**config.mk**
```make
export PLATFORM = sky130hd
export DESIGN_NAME = indexed_ordered_list_store_unit
export DESIGN_NICKNAME = d
export VERILOG_FILES = /design/src/rtl/core/iols_pkg.sv /design/src/rtl/core/indexed_ordered_list_store_unit.sv /design/src/rtl/core/iols_fifo.sv /design/src/rtl/core/iols_front.sv /design/src/rtl/core/iols_back.sv
export VERILOG_INCLUDE_DIRS = /design/src /design/src/rtl/core
export SDC_FILE = /design/constraint.sdc
export NUM_CORES = 2
export LEC_CHECK = 0
export BUFFER_PORTS_ARGS = -buffer_cell sky130_fd_sc_hd__buf_2
export CORE_MARGIN = 3
export CORE_UTILIZATION = 55
export CTS_BUF_LIST = sky130_fd_sc_hd__clkbuf_16
export CTS_CLUSTER_DIAMETER = 100
export DETAILED_ROUTE_END_ITERATION = 16
export PLACE_DENSITY = 0.71
export SLEW_MARGIN = 10
export SYNTH_ARGS = -nofsm -noshare
export SYNTH_HDL_FRONTEND = slang
export SYNTH_SLANG_ARGS = --single-unit
```
**constraint.sdc**
```tcl
create_clock -name clk -period 5.49 [get_ports clk]
set_clock_uncertainty 0.2 [all_clocks]
set_input_delay 0.2745 -clock clk [delete_from_list [all_inputs] [get_ports clk]]
set_output_delay 0.2745 -clock clk [all_outputs]
set_load 0.05 [all_outputs]
```
**src/rtl/core/indexed_ordered_list_store_unit_assert.svh**
```systemverilog
// Assertion macros shared by the list store RTL.
`ifndef INDEXED_ORDERED_LIST_STORE_UNIT_ASSERT_SVH
`define INDEXED_ORDERED_LIST_STORE_UNIT_ASSERT_SVH
`ifndef NO_ASSERTIONS
// Check with reset masking.
`define IOLS_ASSERT(label, clk, rst, prop, msg) \
  label: assert property (@(posedge clk) disable iff (rst) prop) else $error(msg);
// Check that also runs across reset.
`define IOLS_ASSERT_NR(label, clk, prop, msg) \
  label: assert property (@(posedge clk) prop) else $error(msg);
`else
`define IOLS_ASSERT(label, clk, rst, prop, msg)
`define IOLS_ASSERT_NR(label, clk, prop, msg)
`endif
`endif

```
**src/rtl/core/iols_pkg.sv**
```systemverilog
// Types and codes shared by the list store modules.
`default_nettype none
package iols_pkg;

  typedef enum logic [1:0] {
    CMD_INSERT = 2'd0,
    CMD_DELETE = 2'd1,
    CMD_READ   = 2'd2,
    CMD_SWAP   = 2'd3
  } cmd_t;

  typedef enum logic [1:0] {
    ST_OK    = 2'd0,
    ST_RANGE = 2'd1,
    ST_FULL  = 2'd2
  } status_t;

  typedef enum logic [2:0] {
    ACT_NONE   = 3'd0,
    ACT_INSERT = 3'd1,
    ACT_DELETE = 3'd2,
    ACT_READ   = 3'd3,
    ACT_SWAP   = 3'd4
  } act_t;

  localparam int unsigned IDX_W   = 5;
  localparam int unsigned DATA_W  = 32;
  localparam int unsigned CNT_O_W = 5;
  localparam int unsigned VIEW_N  = 1 << IDX_W;

  // Classified command travelling from front to back.
  typedef struct packed {
    act_t                 act;
    logic [IDX_W-1:0]     index;
    logic [DATA_W-1:0]    value;
    logic [CNT_O_W-1:0]   item_count;
    status_t              status;
  } op_t;

  typedef struct packed {
    logic [DATA_W-1:0]    read_value;
    logic                 found;
    logic [CNT_O_W-1:0]   item_count;
    status_t              status;
  } result_t;

endpackage
`default_nettype wire

```
**src/rtl/core/indexed_ordered_list_store_unit.sv**
```systemverilog
// Top level of the indexed ordered list store.
// Each command is registered in the op queue and its result in the result queue.
// One command per cycle if no queue is full; inserts and deletes shift cells in parallel.
// Queues of two beats on each side of the back end absorb stalls on either side.
// Reset clears the count and both queues; entry cells are not cleared.
`default_nettype none
module indexed_ordered_list_store_unit #(
  parameter int unsigned CAPACITY = 16
) (
  input  logic               clk,
  input  logic               rst,
  input  logic               push,
  output logic               full,
  input  logic [1:0]         cmd,
  input  logic [4:0]         index,
  input  logic signed [31:0] value,
  output logic               empty,
  input  logic               pop,
  output logic signed [31:0] read_value,
  output logic               found,
  output logic [4:0]         item_count,
  output logic [1:0]         status
);
  import iols_pkg::*;

  localparam int unsigned OP_W  = $bits(op_t);
  localparam int unsigned RES_W = $bits(result_t);

  op_t              fr_op;
  logic             fr_push;
  logic             q_full;
  logic             q_empty;
  logic [OP_W-1:0]  q_rdata;
  logic             bk_pop;
  op_t              bk_op;
  result_t          bk_res;
  logic             bk_push;
  logic             r_full;
  logic [RES_W-1:0] r_rdata;
  result_t          out_res;

  iols_front #(.CAPACITY(CAPACITY)) u_front (
    .clk     (clk),
    .rst     (rst),
    .push    (push),
    .full    (full),
    .cmd     (cmd_t'(cmd)),
    .index   (index),
    .value   (value),
    .op_push (fr_push),
    .op      (fr_op),
    .op_full (q_full)
  );

  iols_fifo #(.WIDTH(OP_W), .DEPTH(2)) u_op_q (
    .clk   (clk),
    .rst   (rst),
    .push  (fr_push),
    .wdata (fr_op),
    .full  (q_full),
    .pop   (bk_pop),
    .rdata (q_rdata),
    .empty (q_empty)
  );

  assign bk_op = op_t'(q_rdata);

  iols_back #(.CAPACITY(CAPACITY)) u_back (
    .clk      (clk),
    .rst      (rst),
    .op_valid (!q_empty),
    .op       (bk_op),
    .op_pop   (bk_pop),
    .res_push (bk_push),
    .res      (bk_res),
    .res_full (r_full)
  );

  iols_fifo #(.WIDTH(RES_W), .DEPTH(2)) u_res_q (
    .clk   (clk),
    .rst   (rst),
    .push  (bk_push),
    .wdata (bk_res),
    .full  (r_full),
    .pop   (pop),
    .rdata (r_rdata),
    .empty (empty)
  );

  assign out_res    = result_t'(r_rdata);
  assign read_value = out_res.read_value;
  assign found      = out_res.found;
  assign item_count = out_res.item_count;
  assign status     = out_res.status;

endmodule
`default_nettype wire

```
**src/rtl/core/iols_fifo.sv**
```systemverilog
// Small register queue used between the front and back and at the result side.
`default_nettype none
module iols_fifo #(
  parameter int unsigned WIDTH = 8,
  parameter int unsigned DEPTH = 2
) (
  input  logic             clk,
  input  logic             rst,
  input  logic             push,
  input  logic [WIDTH-1:0] wdata,
  output logic             full,
  input  logic             pop,
  output logic [WIDTH-1:0] rdata,
  output logic             empty
);
  `include "indexed_ordered_list_store_unit_assert.svh"

  localparam int unsigned AW = (DEPTH > 1) ? $clog2(DEPTH) : 1;
  localparam int unsigned CW = $clog2(DEPTH + 1);

  logic [WIDTH-1:0] slots [DEPTH];
  logic [AW-1:0]    wr_ptr;
  logic [AW-1:0]    rd_ptr;
  logic [CW-1:0]    fill;
  logic             do_push;
  logic             do_pop;

  assign full    = (fill == CW'(DEPTH));
  assign empty   = (fill == '0);
  assign do_push = push && !full;
  assign do_pop  = pop && !empty;
  assign rdata   = slots[rd_ptr];

  always_ff @(posedge clk) begin
    if (do_push) begin
      slots[wr_ptr] <= wdata;
    end
  end

  always_ff @(posedge clk) begin
    if (rst) begin
      wr_ptr <= '0;
      rd_ptr <= '0;
      fill   <= '0;
    end else begin
      if (do_push) begin
        wr_ptr <= (wr_ptr == AW'(DEPTH - 1)) ? '0 : wr_ptr + AW'(1);
      end
      if (do_pop) begin
        rd_ptr <= (rd_ptr == AW'(DEPTH - 1)) ? '0 : rd_ptr + AW'(1);
      end
      case ({do_push, do_pop})
        2'b10:   fill <= fill + CW'(1);
        2'b01:   fill <= fill - CW'(1);
        default: fill <= fill;
      endcase
    end
  end

  `IOLS_ASSERT(a_fill_bound, clk, rst, fill <= CW'(DEPTH), "queue fill above depth")

endmodule
`default_nettype wire

```
**src/rtl/core/iols_front.sv**
```systemverilog
// Front: tracks the count, checks each command and emits a classified op.
`default_nettype none
module iols_front #(
  parameter int unsigned CAPACITY = 16
) (
  input  logic                clk,
  input  logic                rst,
  input  logic                push,
  output logic                full,
  input  iols_pkg::cmd_t      cmd,
  input  logic [4:0]          index,
  input  logic [31:0]         value,
  output logic                op_push,
  output iols_pkg::op_t       op,
  input  logic                op_full
);
  import iols_pkg::*;
  `include "indexed_ordered_list_store_unit_assert.svh"

  localparam int unsigned CNTW = $clog2(CAPACITY + 1);
  localparam int unsigned XW   = (CNTW > IDX_W) ? CNTW : IDX_W;

  logic [CNTW-1:0] count;
  logic [CNTW-1:0] count_next;
  logic [XW-1:0]   idx_x;
  logic [XW-1:0]   cnt_x;
  logic            in_fire;

  assign full    = op_full;
  assign in_fire = push && !op_full;
  assign op_push = in_fire;
  assign idx_x   = XW'(index);
  assign cnt_x   = XW'(count);

  always_comb begin
    op.act     = ACT_NONE;
    op.index   = index;
    op.value   = value;
    op.status  = ST_OK;
    count_next = count;
    unique case (cmd)
      CMD_INSERT: begin
        if (idx_x > cnt_x) begin
          op.status = ST_RANGE;
        end else if (count == CNTW'(CAPACITY)) begin
          op.status = ST_FULL;
        end else begin
          op.act     = ACT_INSERT;
          count_next = count + CNTW'(1);
        end
      end
      CMD_DELETE: begin
        if (idx_x >= cnt_x) begin
          op.status = ST_RANGE;
        end else begin
          op.act     = ACT_DELETE;
          count_next = count - CNTW'(1);
        end
      end
      CMD_READ: begin
        if (idx_x >= cnt_x) begin
          op.status = ST_RANGE;
        end else begin
          op.act = ACT_READ;
        end
      end
      CMD_SWAP: begin
        if (count >= CNTW'(2)) begin
          op.act = ACT_SWAP;
        end
      end
      default: begin
        op.act = ACT_NONE;
      end
    endcase
    op.item_count = CNT_O_W'(count_next);
  end

  always_ff @(posedge clk) begin
    if (rst) begin
      count <= '0;
    end else if (in_fire) begin
      count <= count_next;
    end
  end

  `IOLS_ASSERT(a_count_bound, clk, rst, count <= CNTW'(CAPACITY), "count above capacity")
  `IOLS_ASSERT_NR(a_count_reset, clk, rst |=> count == '0, "count not cleared by reset")
  `IOLS_ASSERT(a_insert_grows, clk, rst,
    in_fire && op.act == ACT_INSERT |=> count == $past(count) + CNTW'(1),
    "insert did not grow count")

endmodule
`default_nettype wire

```
**src/rtl/core/iols_back.sv**
```systemverilog
// Back: entry cells with parallel shift, and result formation.
`default_nettype none
module iols_back #(
  parameter int unsigned CAPACITY = 16
) (
  input  logic                clk,
  input  logic                rst,
  input  logic                op_valid,
  input  iols_pkg::op_t       op,
  output logic                op_pop,
  output logic                res_push,
  output iols_pkg::result_t   res,
  input  logic                res_full
);
  import iols_pkg::*;
  `include "indexed_ordered_list_store_unit_assert.svh"

  logic [DATA_W-1:0] cells [CAPACITY];
  logic [DATA_W-1:0] view  [VIEW_N];
  logic [31:0]       idx32;
  logic              fire;

  assign fire     = op_valid && !res_full;
  assign op_pop   = fire;
  assign res_push = fire;
  assign idx32    = 32'(op.index);

  for (genvar k = 0; k < CAPACITY; k++) begin : g_cell
    localparam int unsigned PRV = (k > 0) ? k - 1 : k;
    localparam int unsigned NXT = (k < CAPACITY - 1) ? k + 1 : k;
    localparam int unsigned SWP = (k == 0) ? 1 : ((k == 1) ? 0 : k);
    localparam logic [31:0] K32 = 32'(k);

    always_ff @(posedge clk) begin
      if (fire) begin
        unique case (op.act)
          ACT_INSERT: begin
            if (K32 > idx32) begin
              cells[k] <= cells[PRV];
            end else if (K32 == idx32) begin
              cells[k] <= op.value;
            end
          end
          ACT_DELETE: begin
            if (K32 >= idx32) begin
              cells[k] <= cells[NXT];
            end
          end
          ACT_SWAP: begin
            if (k < 2) begin
              cells[k] <= cells[SWP];
            end
          end
          default: begin
            cells[k] <= cells[k];
          end
        endcase
      end
    end
  end

  // Only the first positions are addressable by a read.
  for (genvar j = 0; j < VIEW_N; j++) begin : g_view
    if (j < CAPACITY) begin : g_live
      assign view[j] = cells[j];
    end else begin : g_pad
      assign view[j] = '0;
    end
  end

  always_comb begin
    res.found      = (op.act == ACT_READ);
    res.read_value = res.found ? view[op.index] : '0;
    res.item_count = op.item_count;
    res.status     = op.status;
  end

  `IOLS_ASSERT(a_found_ok, clk, rst, res_push && res.found |-> res.status == ST_OK,
    "read hit with bad status")
  `IOLS_ASSERT(a_fail_no_act, clk, rst,
    op_valid && op.status != ST_OK |-> op.act == ACT_NONE,
    "failed command would change entries")

endmodule
`default_nettype wire

```
* Word-level counts from Yosys, hierarchy flattened
Memories as Yosys holds them, arrays and structs flattened. A register that Yosys moved wholly into a read port is not among the register bits.
Cells that the tools add are included.
** Word-level totals
- Flip-flop bits (word level) :: 13
- Bits in latches :: 0
- Memory bits (writable) :: 686
- Bits in read-only memories :: 0
- Input port bits :: 43
- Output and inout port bits :: 42
- Logic and storage cells :: 450
- Memories kept :: 3
** Memories
- u_back.cells :: words 16, width 32, read ports 16, clocked after memory_dff 0, wr ports 16, RTL line iols_back.sv:18 : logic [DATA_W-1:0] cells [CAPACITY];
- u_op_q.slots :: words 2, width 47, read ports 1, clocked after memory_dff 1, wr ports 1, RTL line iols_fifo.sv:21 : logic [WIDTH-1:0] slots [DEPTH];
- u_res_q.slots :: words 2, width 40, read ports 1, clocked after memory_dff 1, wr ports 1, RTL line iols_fifo.sv:21
** Cells by class
- Add/subtract/negate cells :: 10
- Multipliers :: 0
- Div/mod/pow operators :: 0
- Magnitude comparators :: 36
- Equality and inequality tests :: 29
- Shift-type cells :: 0
- Mux-type cells :: 296
- Bitwise operators :: 51
- Reduce and logical (&&, ||, !) cells :: 18
** Operator list (count)
- two-way mux 32 bit :: 53
- two-way mux 1 bit :: 228
- binary-select mux 32 bit (select 5 bit) :: 1
- OR 1 bit :: 50
- == test 4 x 5 -> 1 bit (first input constant) :: 8
- >= comparator 4 x 5 -> 1 bit (first input constant) :: 8
- > comparator 4 x 5 -> 1 bit (first input constant) :: 8
- zero test 32 bit :: 1
- == test 3 x 5 -> 1 bit (first input constant) :: 4
- >= comparator 3 x 5 -> 1 bit (first input constant) :: 4
- > comparator 3 x 5 -> 1 bit (first input constant) :: 4
- two-way mux 5 bit :: 3
- == test 2 bit (second input constant) :: 6
- one-hot mux 2 bit (2 select lines) :: 3
- one-hot mux 3 bit (4 select lines) :: 1
- == test 2 x 5 -> 1 bit (first input constant) :: 2
- >= comparator 1 x 5 -> 1 bit (first input constant) :: 2
- >= comparator 2 x 5 -> 1 bit (first input constant) :: 2
- > comparator 1 x 5 -> 1 bit (first input constant) :: 2
- > comparator 2 x 5 -> 1 bit (first input constant) :: 2
- one-hot mux 5 bit (2 select lines) :: 1
- two-way mux 2 bit :: 4
- == test 2 x 1 -> 1 bit (second input constant) :: 3
- == test 3 x 2 -> 1 bit (second input constant) :: 2
- 21 further kinds :: 38

* Logic depth before layout (Yosys ltp)
- Word-level depth :: 10
- Gate-level depth with buffers :: 10
- Mapped depth without buffers :: 7

* Cells and area by module
A second synthesis with hierarchy kept.
** Second synthesis, totals
- Cell total of the unflattened synthesis :: 3292
- Area, all modules :: 37927.6 µm²
** By module, submodules not included
- iols_back :: times used 1, cells an instance 2814, area an instance 30080.1 µm², seq. area each 15374.7 µm²
- iols_fifo at u_op_q :: times used 1, cells an instance 172, area an instance 3601.0 µm², seq. area each 2922.8 µm²
- iols_fifo at u_res_q :: times used 1, cells an instance 150, area an instance 3096.7 µm², seq. area each 2502.4 µm²
- iols_front :: times used 1, cells an instance 155, area an instance 1146.1 µm², seq. area each 100.1 µm²
- indexed_ordered_list_store_unit :: times used 1, cells an instance 1, area an instance 3.8 µm², seq. area each 0.0 µm²

* Least setup slack after synthesis
OpenSTA, ideal clock, no wires.
- Path type :: reg-to-reg
- From :: reg with a tool-made name
- To :: mem u_back.cells[1][0], in the netlist u_back.cells[0][32], enable pin
- Setup time :: 0.472 ns
- Arrival time :: 4.039 ns
- Required time :: 4.818 ns
- Slack :: 0.779 ns
- Stages on the path, launching flop included :: 9
- Buffers on the path :: 4
- Period minus slack after synthesis :: 4.711 ns
- Cell sequence :: dfxtp_1 > buf_6 > buf_2 > nor3b_2 > o2111a_1 > buf_2 > nor2_1 > clkbuf_1 > o32ai_1
** RTL lines (RTL line)
- end: declaration :: iols_back.sv:18

==> results by group <==
STA
  – Slew Viols, Final: 0
  – Fmax: 225 MHz
  – Setup ws final: 1050 ps
  – Fin crit share: 80.8%
  – RSZ-0062 raised after global routing: false
  – Crit path time final: 4440 ps
  – TNS Setup: 0 ps
  – Hold Vio Cnt, Final: 0
  – # setup viols final: 0
  – Actual slew at the worst max-slew pin: 1360 ps
  – Relative slew slack: 9.39%

Worst setup path
  – Worst-path fanout max: 45
  – WP data arrival: 4570 ps
  – Critical path type: flop to flop
  – Reg-to-Reg End: u_back.cells[0][24]
  – Startpoint type of the worst setup path: flop
  – FF-to-FF setup slack: approximately 1100 ps
  – Worst R2R Path Depth: 6
  – Worst stage delay on the critical path: ~940 ps
  – CP endpoint kind: flop
  – Crit-path cells: buf_4, nor3_1, o21ai_2, o32a_2, buf_4, a21oi_1
  – CP max-delay cell: o21ai_2
  – Worst path most repeated cell: buf_4
  – WP data required: about 5600 ps

Layout
  – Nets: 3033
  – Most frequent cells in the layout: edfxtp_1 (686), mux2i_1 (399), o21ai_0 (312)
  – Fill cells: 5172
  – Fraction of layout cells with a size suffix above 1: 22.8%
  – Layout Utilization: 62.1%
  – Commonest non-fill, non-tap cell in the layout: edfxtp_1
  – Area delta synth->final: 11.1%
  – Post-route cell area: 42100 um^2
  – Antenna cells: 0

Clock network
  – Clock tree root driver cell: clkbuf_16
  – Worst-path clk slew: around 60 ps
  – Clk_lat worst skew: 630 ps
  – Clock Sinks: 701
  – TritonCTS clock tree: done
  – Post-CTS Repair Setup Buffers: 0
  – Clk buf depth: 3
  – CTS buffer count: 77
  – # H-tree levels: 3

Min path
  – WHS Endpoint: u_op_q.slots[0][1]
  – Hold_sp: cmd[1]
  – Worst min path class: input pin to flop
  – Hold depth: 3

Global route
  – Remaining Overflow, GRT: 0
  – First-pass GRT wire length: approximately 170000 um
  – Vias in the first global route: 27043
  – Initial antenna violation count: 3
  – Largest net degree at the start of global routing: 73
  – GRT Total Usage: 32.0%

Die
  – Starting density of the core: 55.9%
  – I/O Pins: 85
  – Total die area: approximately 72000 um^2
  – Chip width: 268 um
  – Core Region: 67800 um^2
  – # rows: 95
  – Die H: 268 um

Synthesis
  – Asr flop ratio synth: 0%
  – Ys Warns: 0
  – Compound-gate portion of the synthesized area: 8.38%
  – Adder-Cell Fraction of Synth Area: 0.561%
  – Largest family of logic cells by synthesized area: multiplexers
  – XOR/XNOR share of the synthesized area: less than 1%
  – Post-Syn Instances: 2930
  – #FFs+latches synth: 701
  – Avg Inst Size Synth: 12.9 um^2
  – Post-synthesis simple-gate area fraction: about 6.5%
  – Post-synth EDFFs: 686
  – Cell area after synthesis: around 38000 um^2
  – Synth cell types: 65
  – Syn_nets: 2990
  – Top_reg_cell synth: edfxtp_1
  – Register area share after synthesis: 55.2%
  – Post-synthesis mux area share: 25.3%

Power
  – VDD IR-drop max: 356 uV
  – Leak pwr: 14.7 nW
  – PD cells: 424 nW/um^2

Detailed routing
  – Top Layer Used: met5
  – Initial DRT Pass Iterations: 6
  – WL/cell: 29.5 um
  – Wire length on met3: around 14000 um
  – Initial DRC Count: 3988
  – Final WL: 115000 um
  – Post-route DRC: 0
  – Via/cell ratio: 6.91
  – DRT met1 WL: 43200 um
  – Via count: 26983
  – Routed Antenna Nets: 0
  – WL met2: 53400 um

Place
  – Placed Area: 39400 um^2
  – Worst slack at placement: 1100 ps
  – Detailed placer's ending HPWL: around 70000 um
  – Gpl congestion: just under 0.9
  – Port bufs: 84

Run status
  – Status: complete, no violations

Run
  – Max cap viols: 0
-- sequential cells by signal, indices dropped and copies added (netlist names), named ones only --
register	cells
u_back.cells	512
u_front.cnt_x	5
u_op_q.fill	2
u_op_q.rd_ptr	1
u_op_q.slots	94
u_op_q.wr_ptr	1
u_res_q.fill	2
u_res_q.rd_ptr	1
u_res_q.slots	80
u_res_q.wr_ptr	1
-- cells in the mapped netlist, drive strengths merged, types with 4 or more instances --
| cell type | count | area [um^2] |
|---|---|---|
| and2 | 6 | 37.5 |
| mux2 | 226 | 2660 |
| ha | 17 | 213 |
| mux4 | 128 | 2880 |
| o21ai | 330 | 1650 |
| a31oi | 6 | 37.5 |
| clkbuf | 142 | 533 |
| nand2 | 296 | 1110 |
| nand2b | 5 | 31.3 |
| or3 | 4 | 25.0 |
| nor2 | 100 | 375 |
| a222oi | 32 | 320 |
| and3 | 4 | 25.0 |
| nor3b | 5 | 52.6 |
| mux2i | 402 | 4040 |
| buf | 102 | 584 |
| inv | 100 | 375 |
| nor3 | 64 | 389 |
| dfxtp | 15 | 300 |
| a221oi | 14 | 123 |
| a21oi | 79 | 395 |
| nand3 | 43 | 215 |
| edfxtp | 686 | 20600 |
| nor2b | 6 | 37.5 |
| xnor2 | 7 | 61.3 |
| o22ai | 63 | 394 |
-- through the flow --
step	instances	total power, W	hold WS (ps)
detailed placement	3727	0.0129	266
CTS	3903	0.0178	1.64
finish	3903	0.0178	27.3
global route	3903	0.0184	42.3
floorplan	2930	0.0111	144
global placement	3727	0.0128	262
-- critical path, delay by kind of cell, from the launching register on --
family | cells | cell delay (ps)
buf+inv | 2 | 1340
compound gates | 3 | 1730
simple gates | 1 | 270
flops | 1 | 560
-- worst max path at each step --
stage	endpoint	cells after the start	startpoint
CTS	u_back.cells[0][24]	6	flop
finish	u_back.cells[0][24]	6	flop
global placement	u_back.cells[0][14]	6	flop
global route	u_back.cells[0][19]	6	flop
detailed placement	u_back.cells[0][24]	6	flop
floorplan	u_back.cells[0][32]	8	flop
-- logic make-up after synthesis --
family / after synthesis
adders and majority gates: 17
muxes: 756
xor gates and xnor gates: 9
and+or+nand+nor: 552
AOI/OAI and AO/OA: 551
DFF: 701
buffers and inverters: 344
-- final cells by class --
type | instances | area (um^2) | share of cell area [%]
Clock buffer | 80 | 2000 | 4.76
Sequential cell | 701 | 20900 | 49.7
Inverter | 100 | 375 | 0.892
Tap cell | 873 | 1090 | 2.59
Multi-Input combinational cell | 1885 | 15800 | 37.6
Clock inverter | 56 | 324 | 0.770
Timing Repair Buffer | 208 | 1550 | 3.69
-- where the power goes --
group	internal (W)	switching, W
Clock	0.00276	0.00214
Combinational	0.00190	0.00381
Sequential	0.00686	0.000367
-- layer usage --
layer / GRT usage (%) / up-vias
met3: 8.43 / 358
met2: 50.7 / 1926
met4: 12.3 / 2
met1: 42.7 / 13376
li1: - / 11321
met5: 0 / -
-- timing repair --
| item | in CTS | in global routing |
|---|---|---|
| hold buffers | 40 | 0 |
| endpoints found under the hold margin | 89 | 0 |
| resized for setup | 0 | 0 |
(Power assumes the default switching activity.)
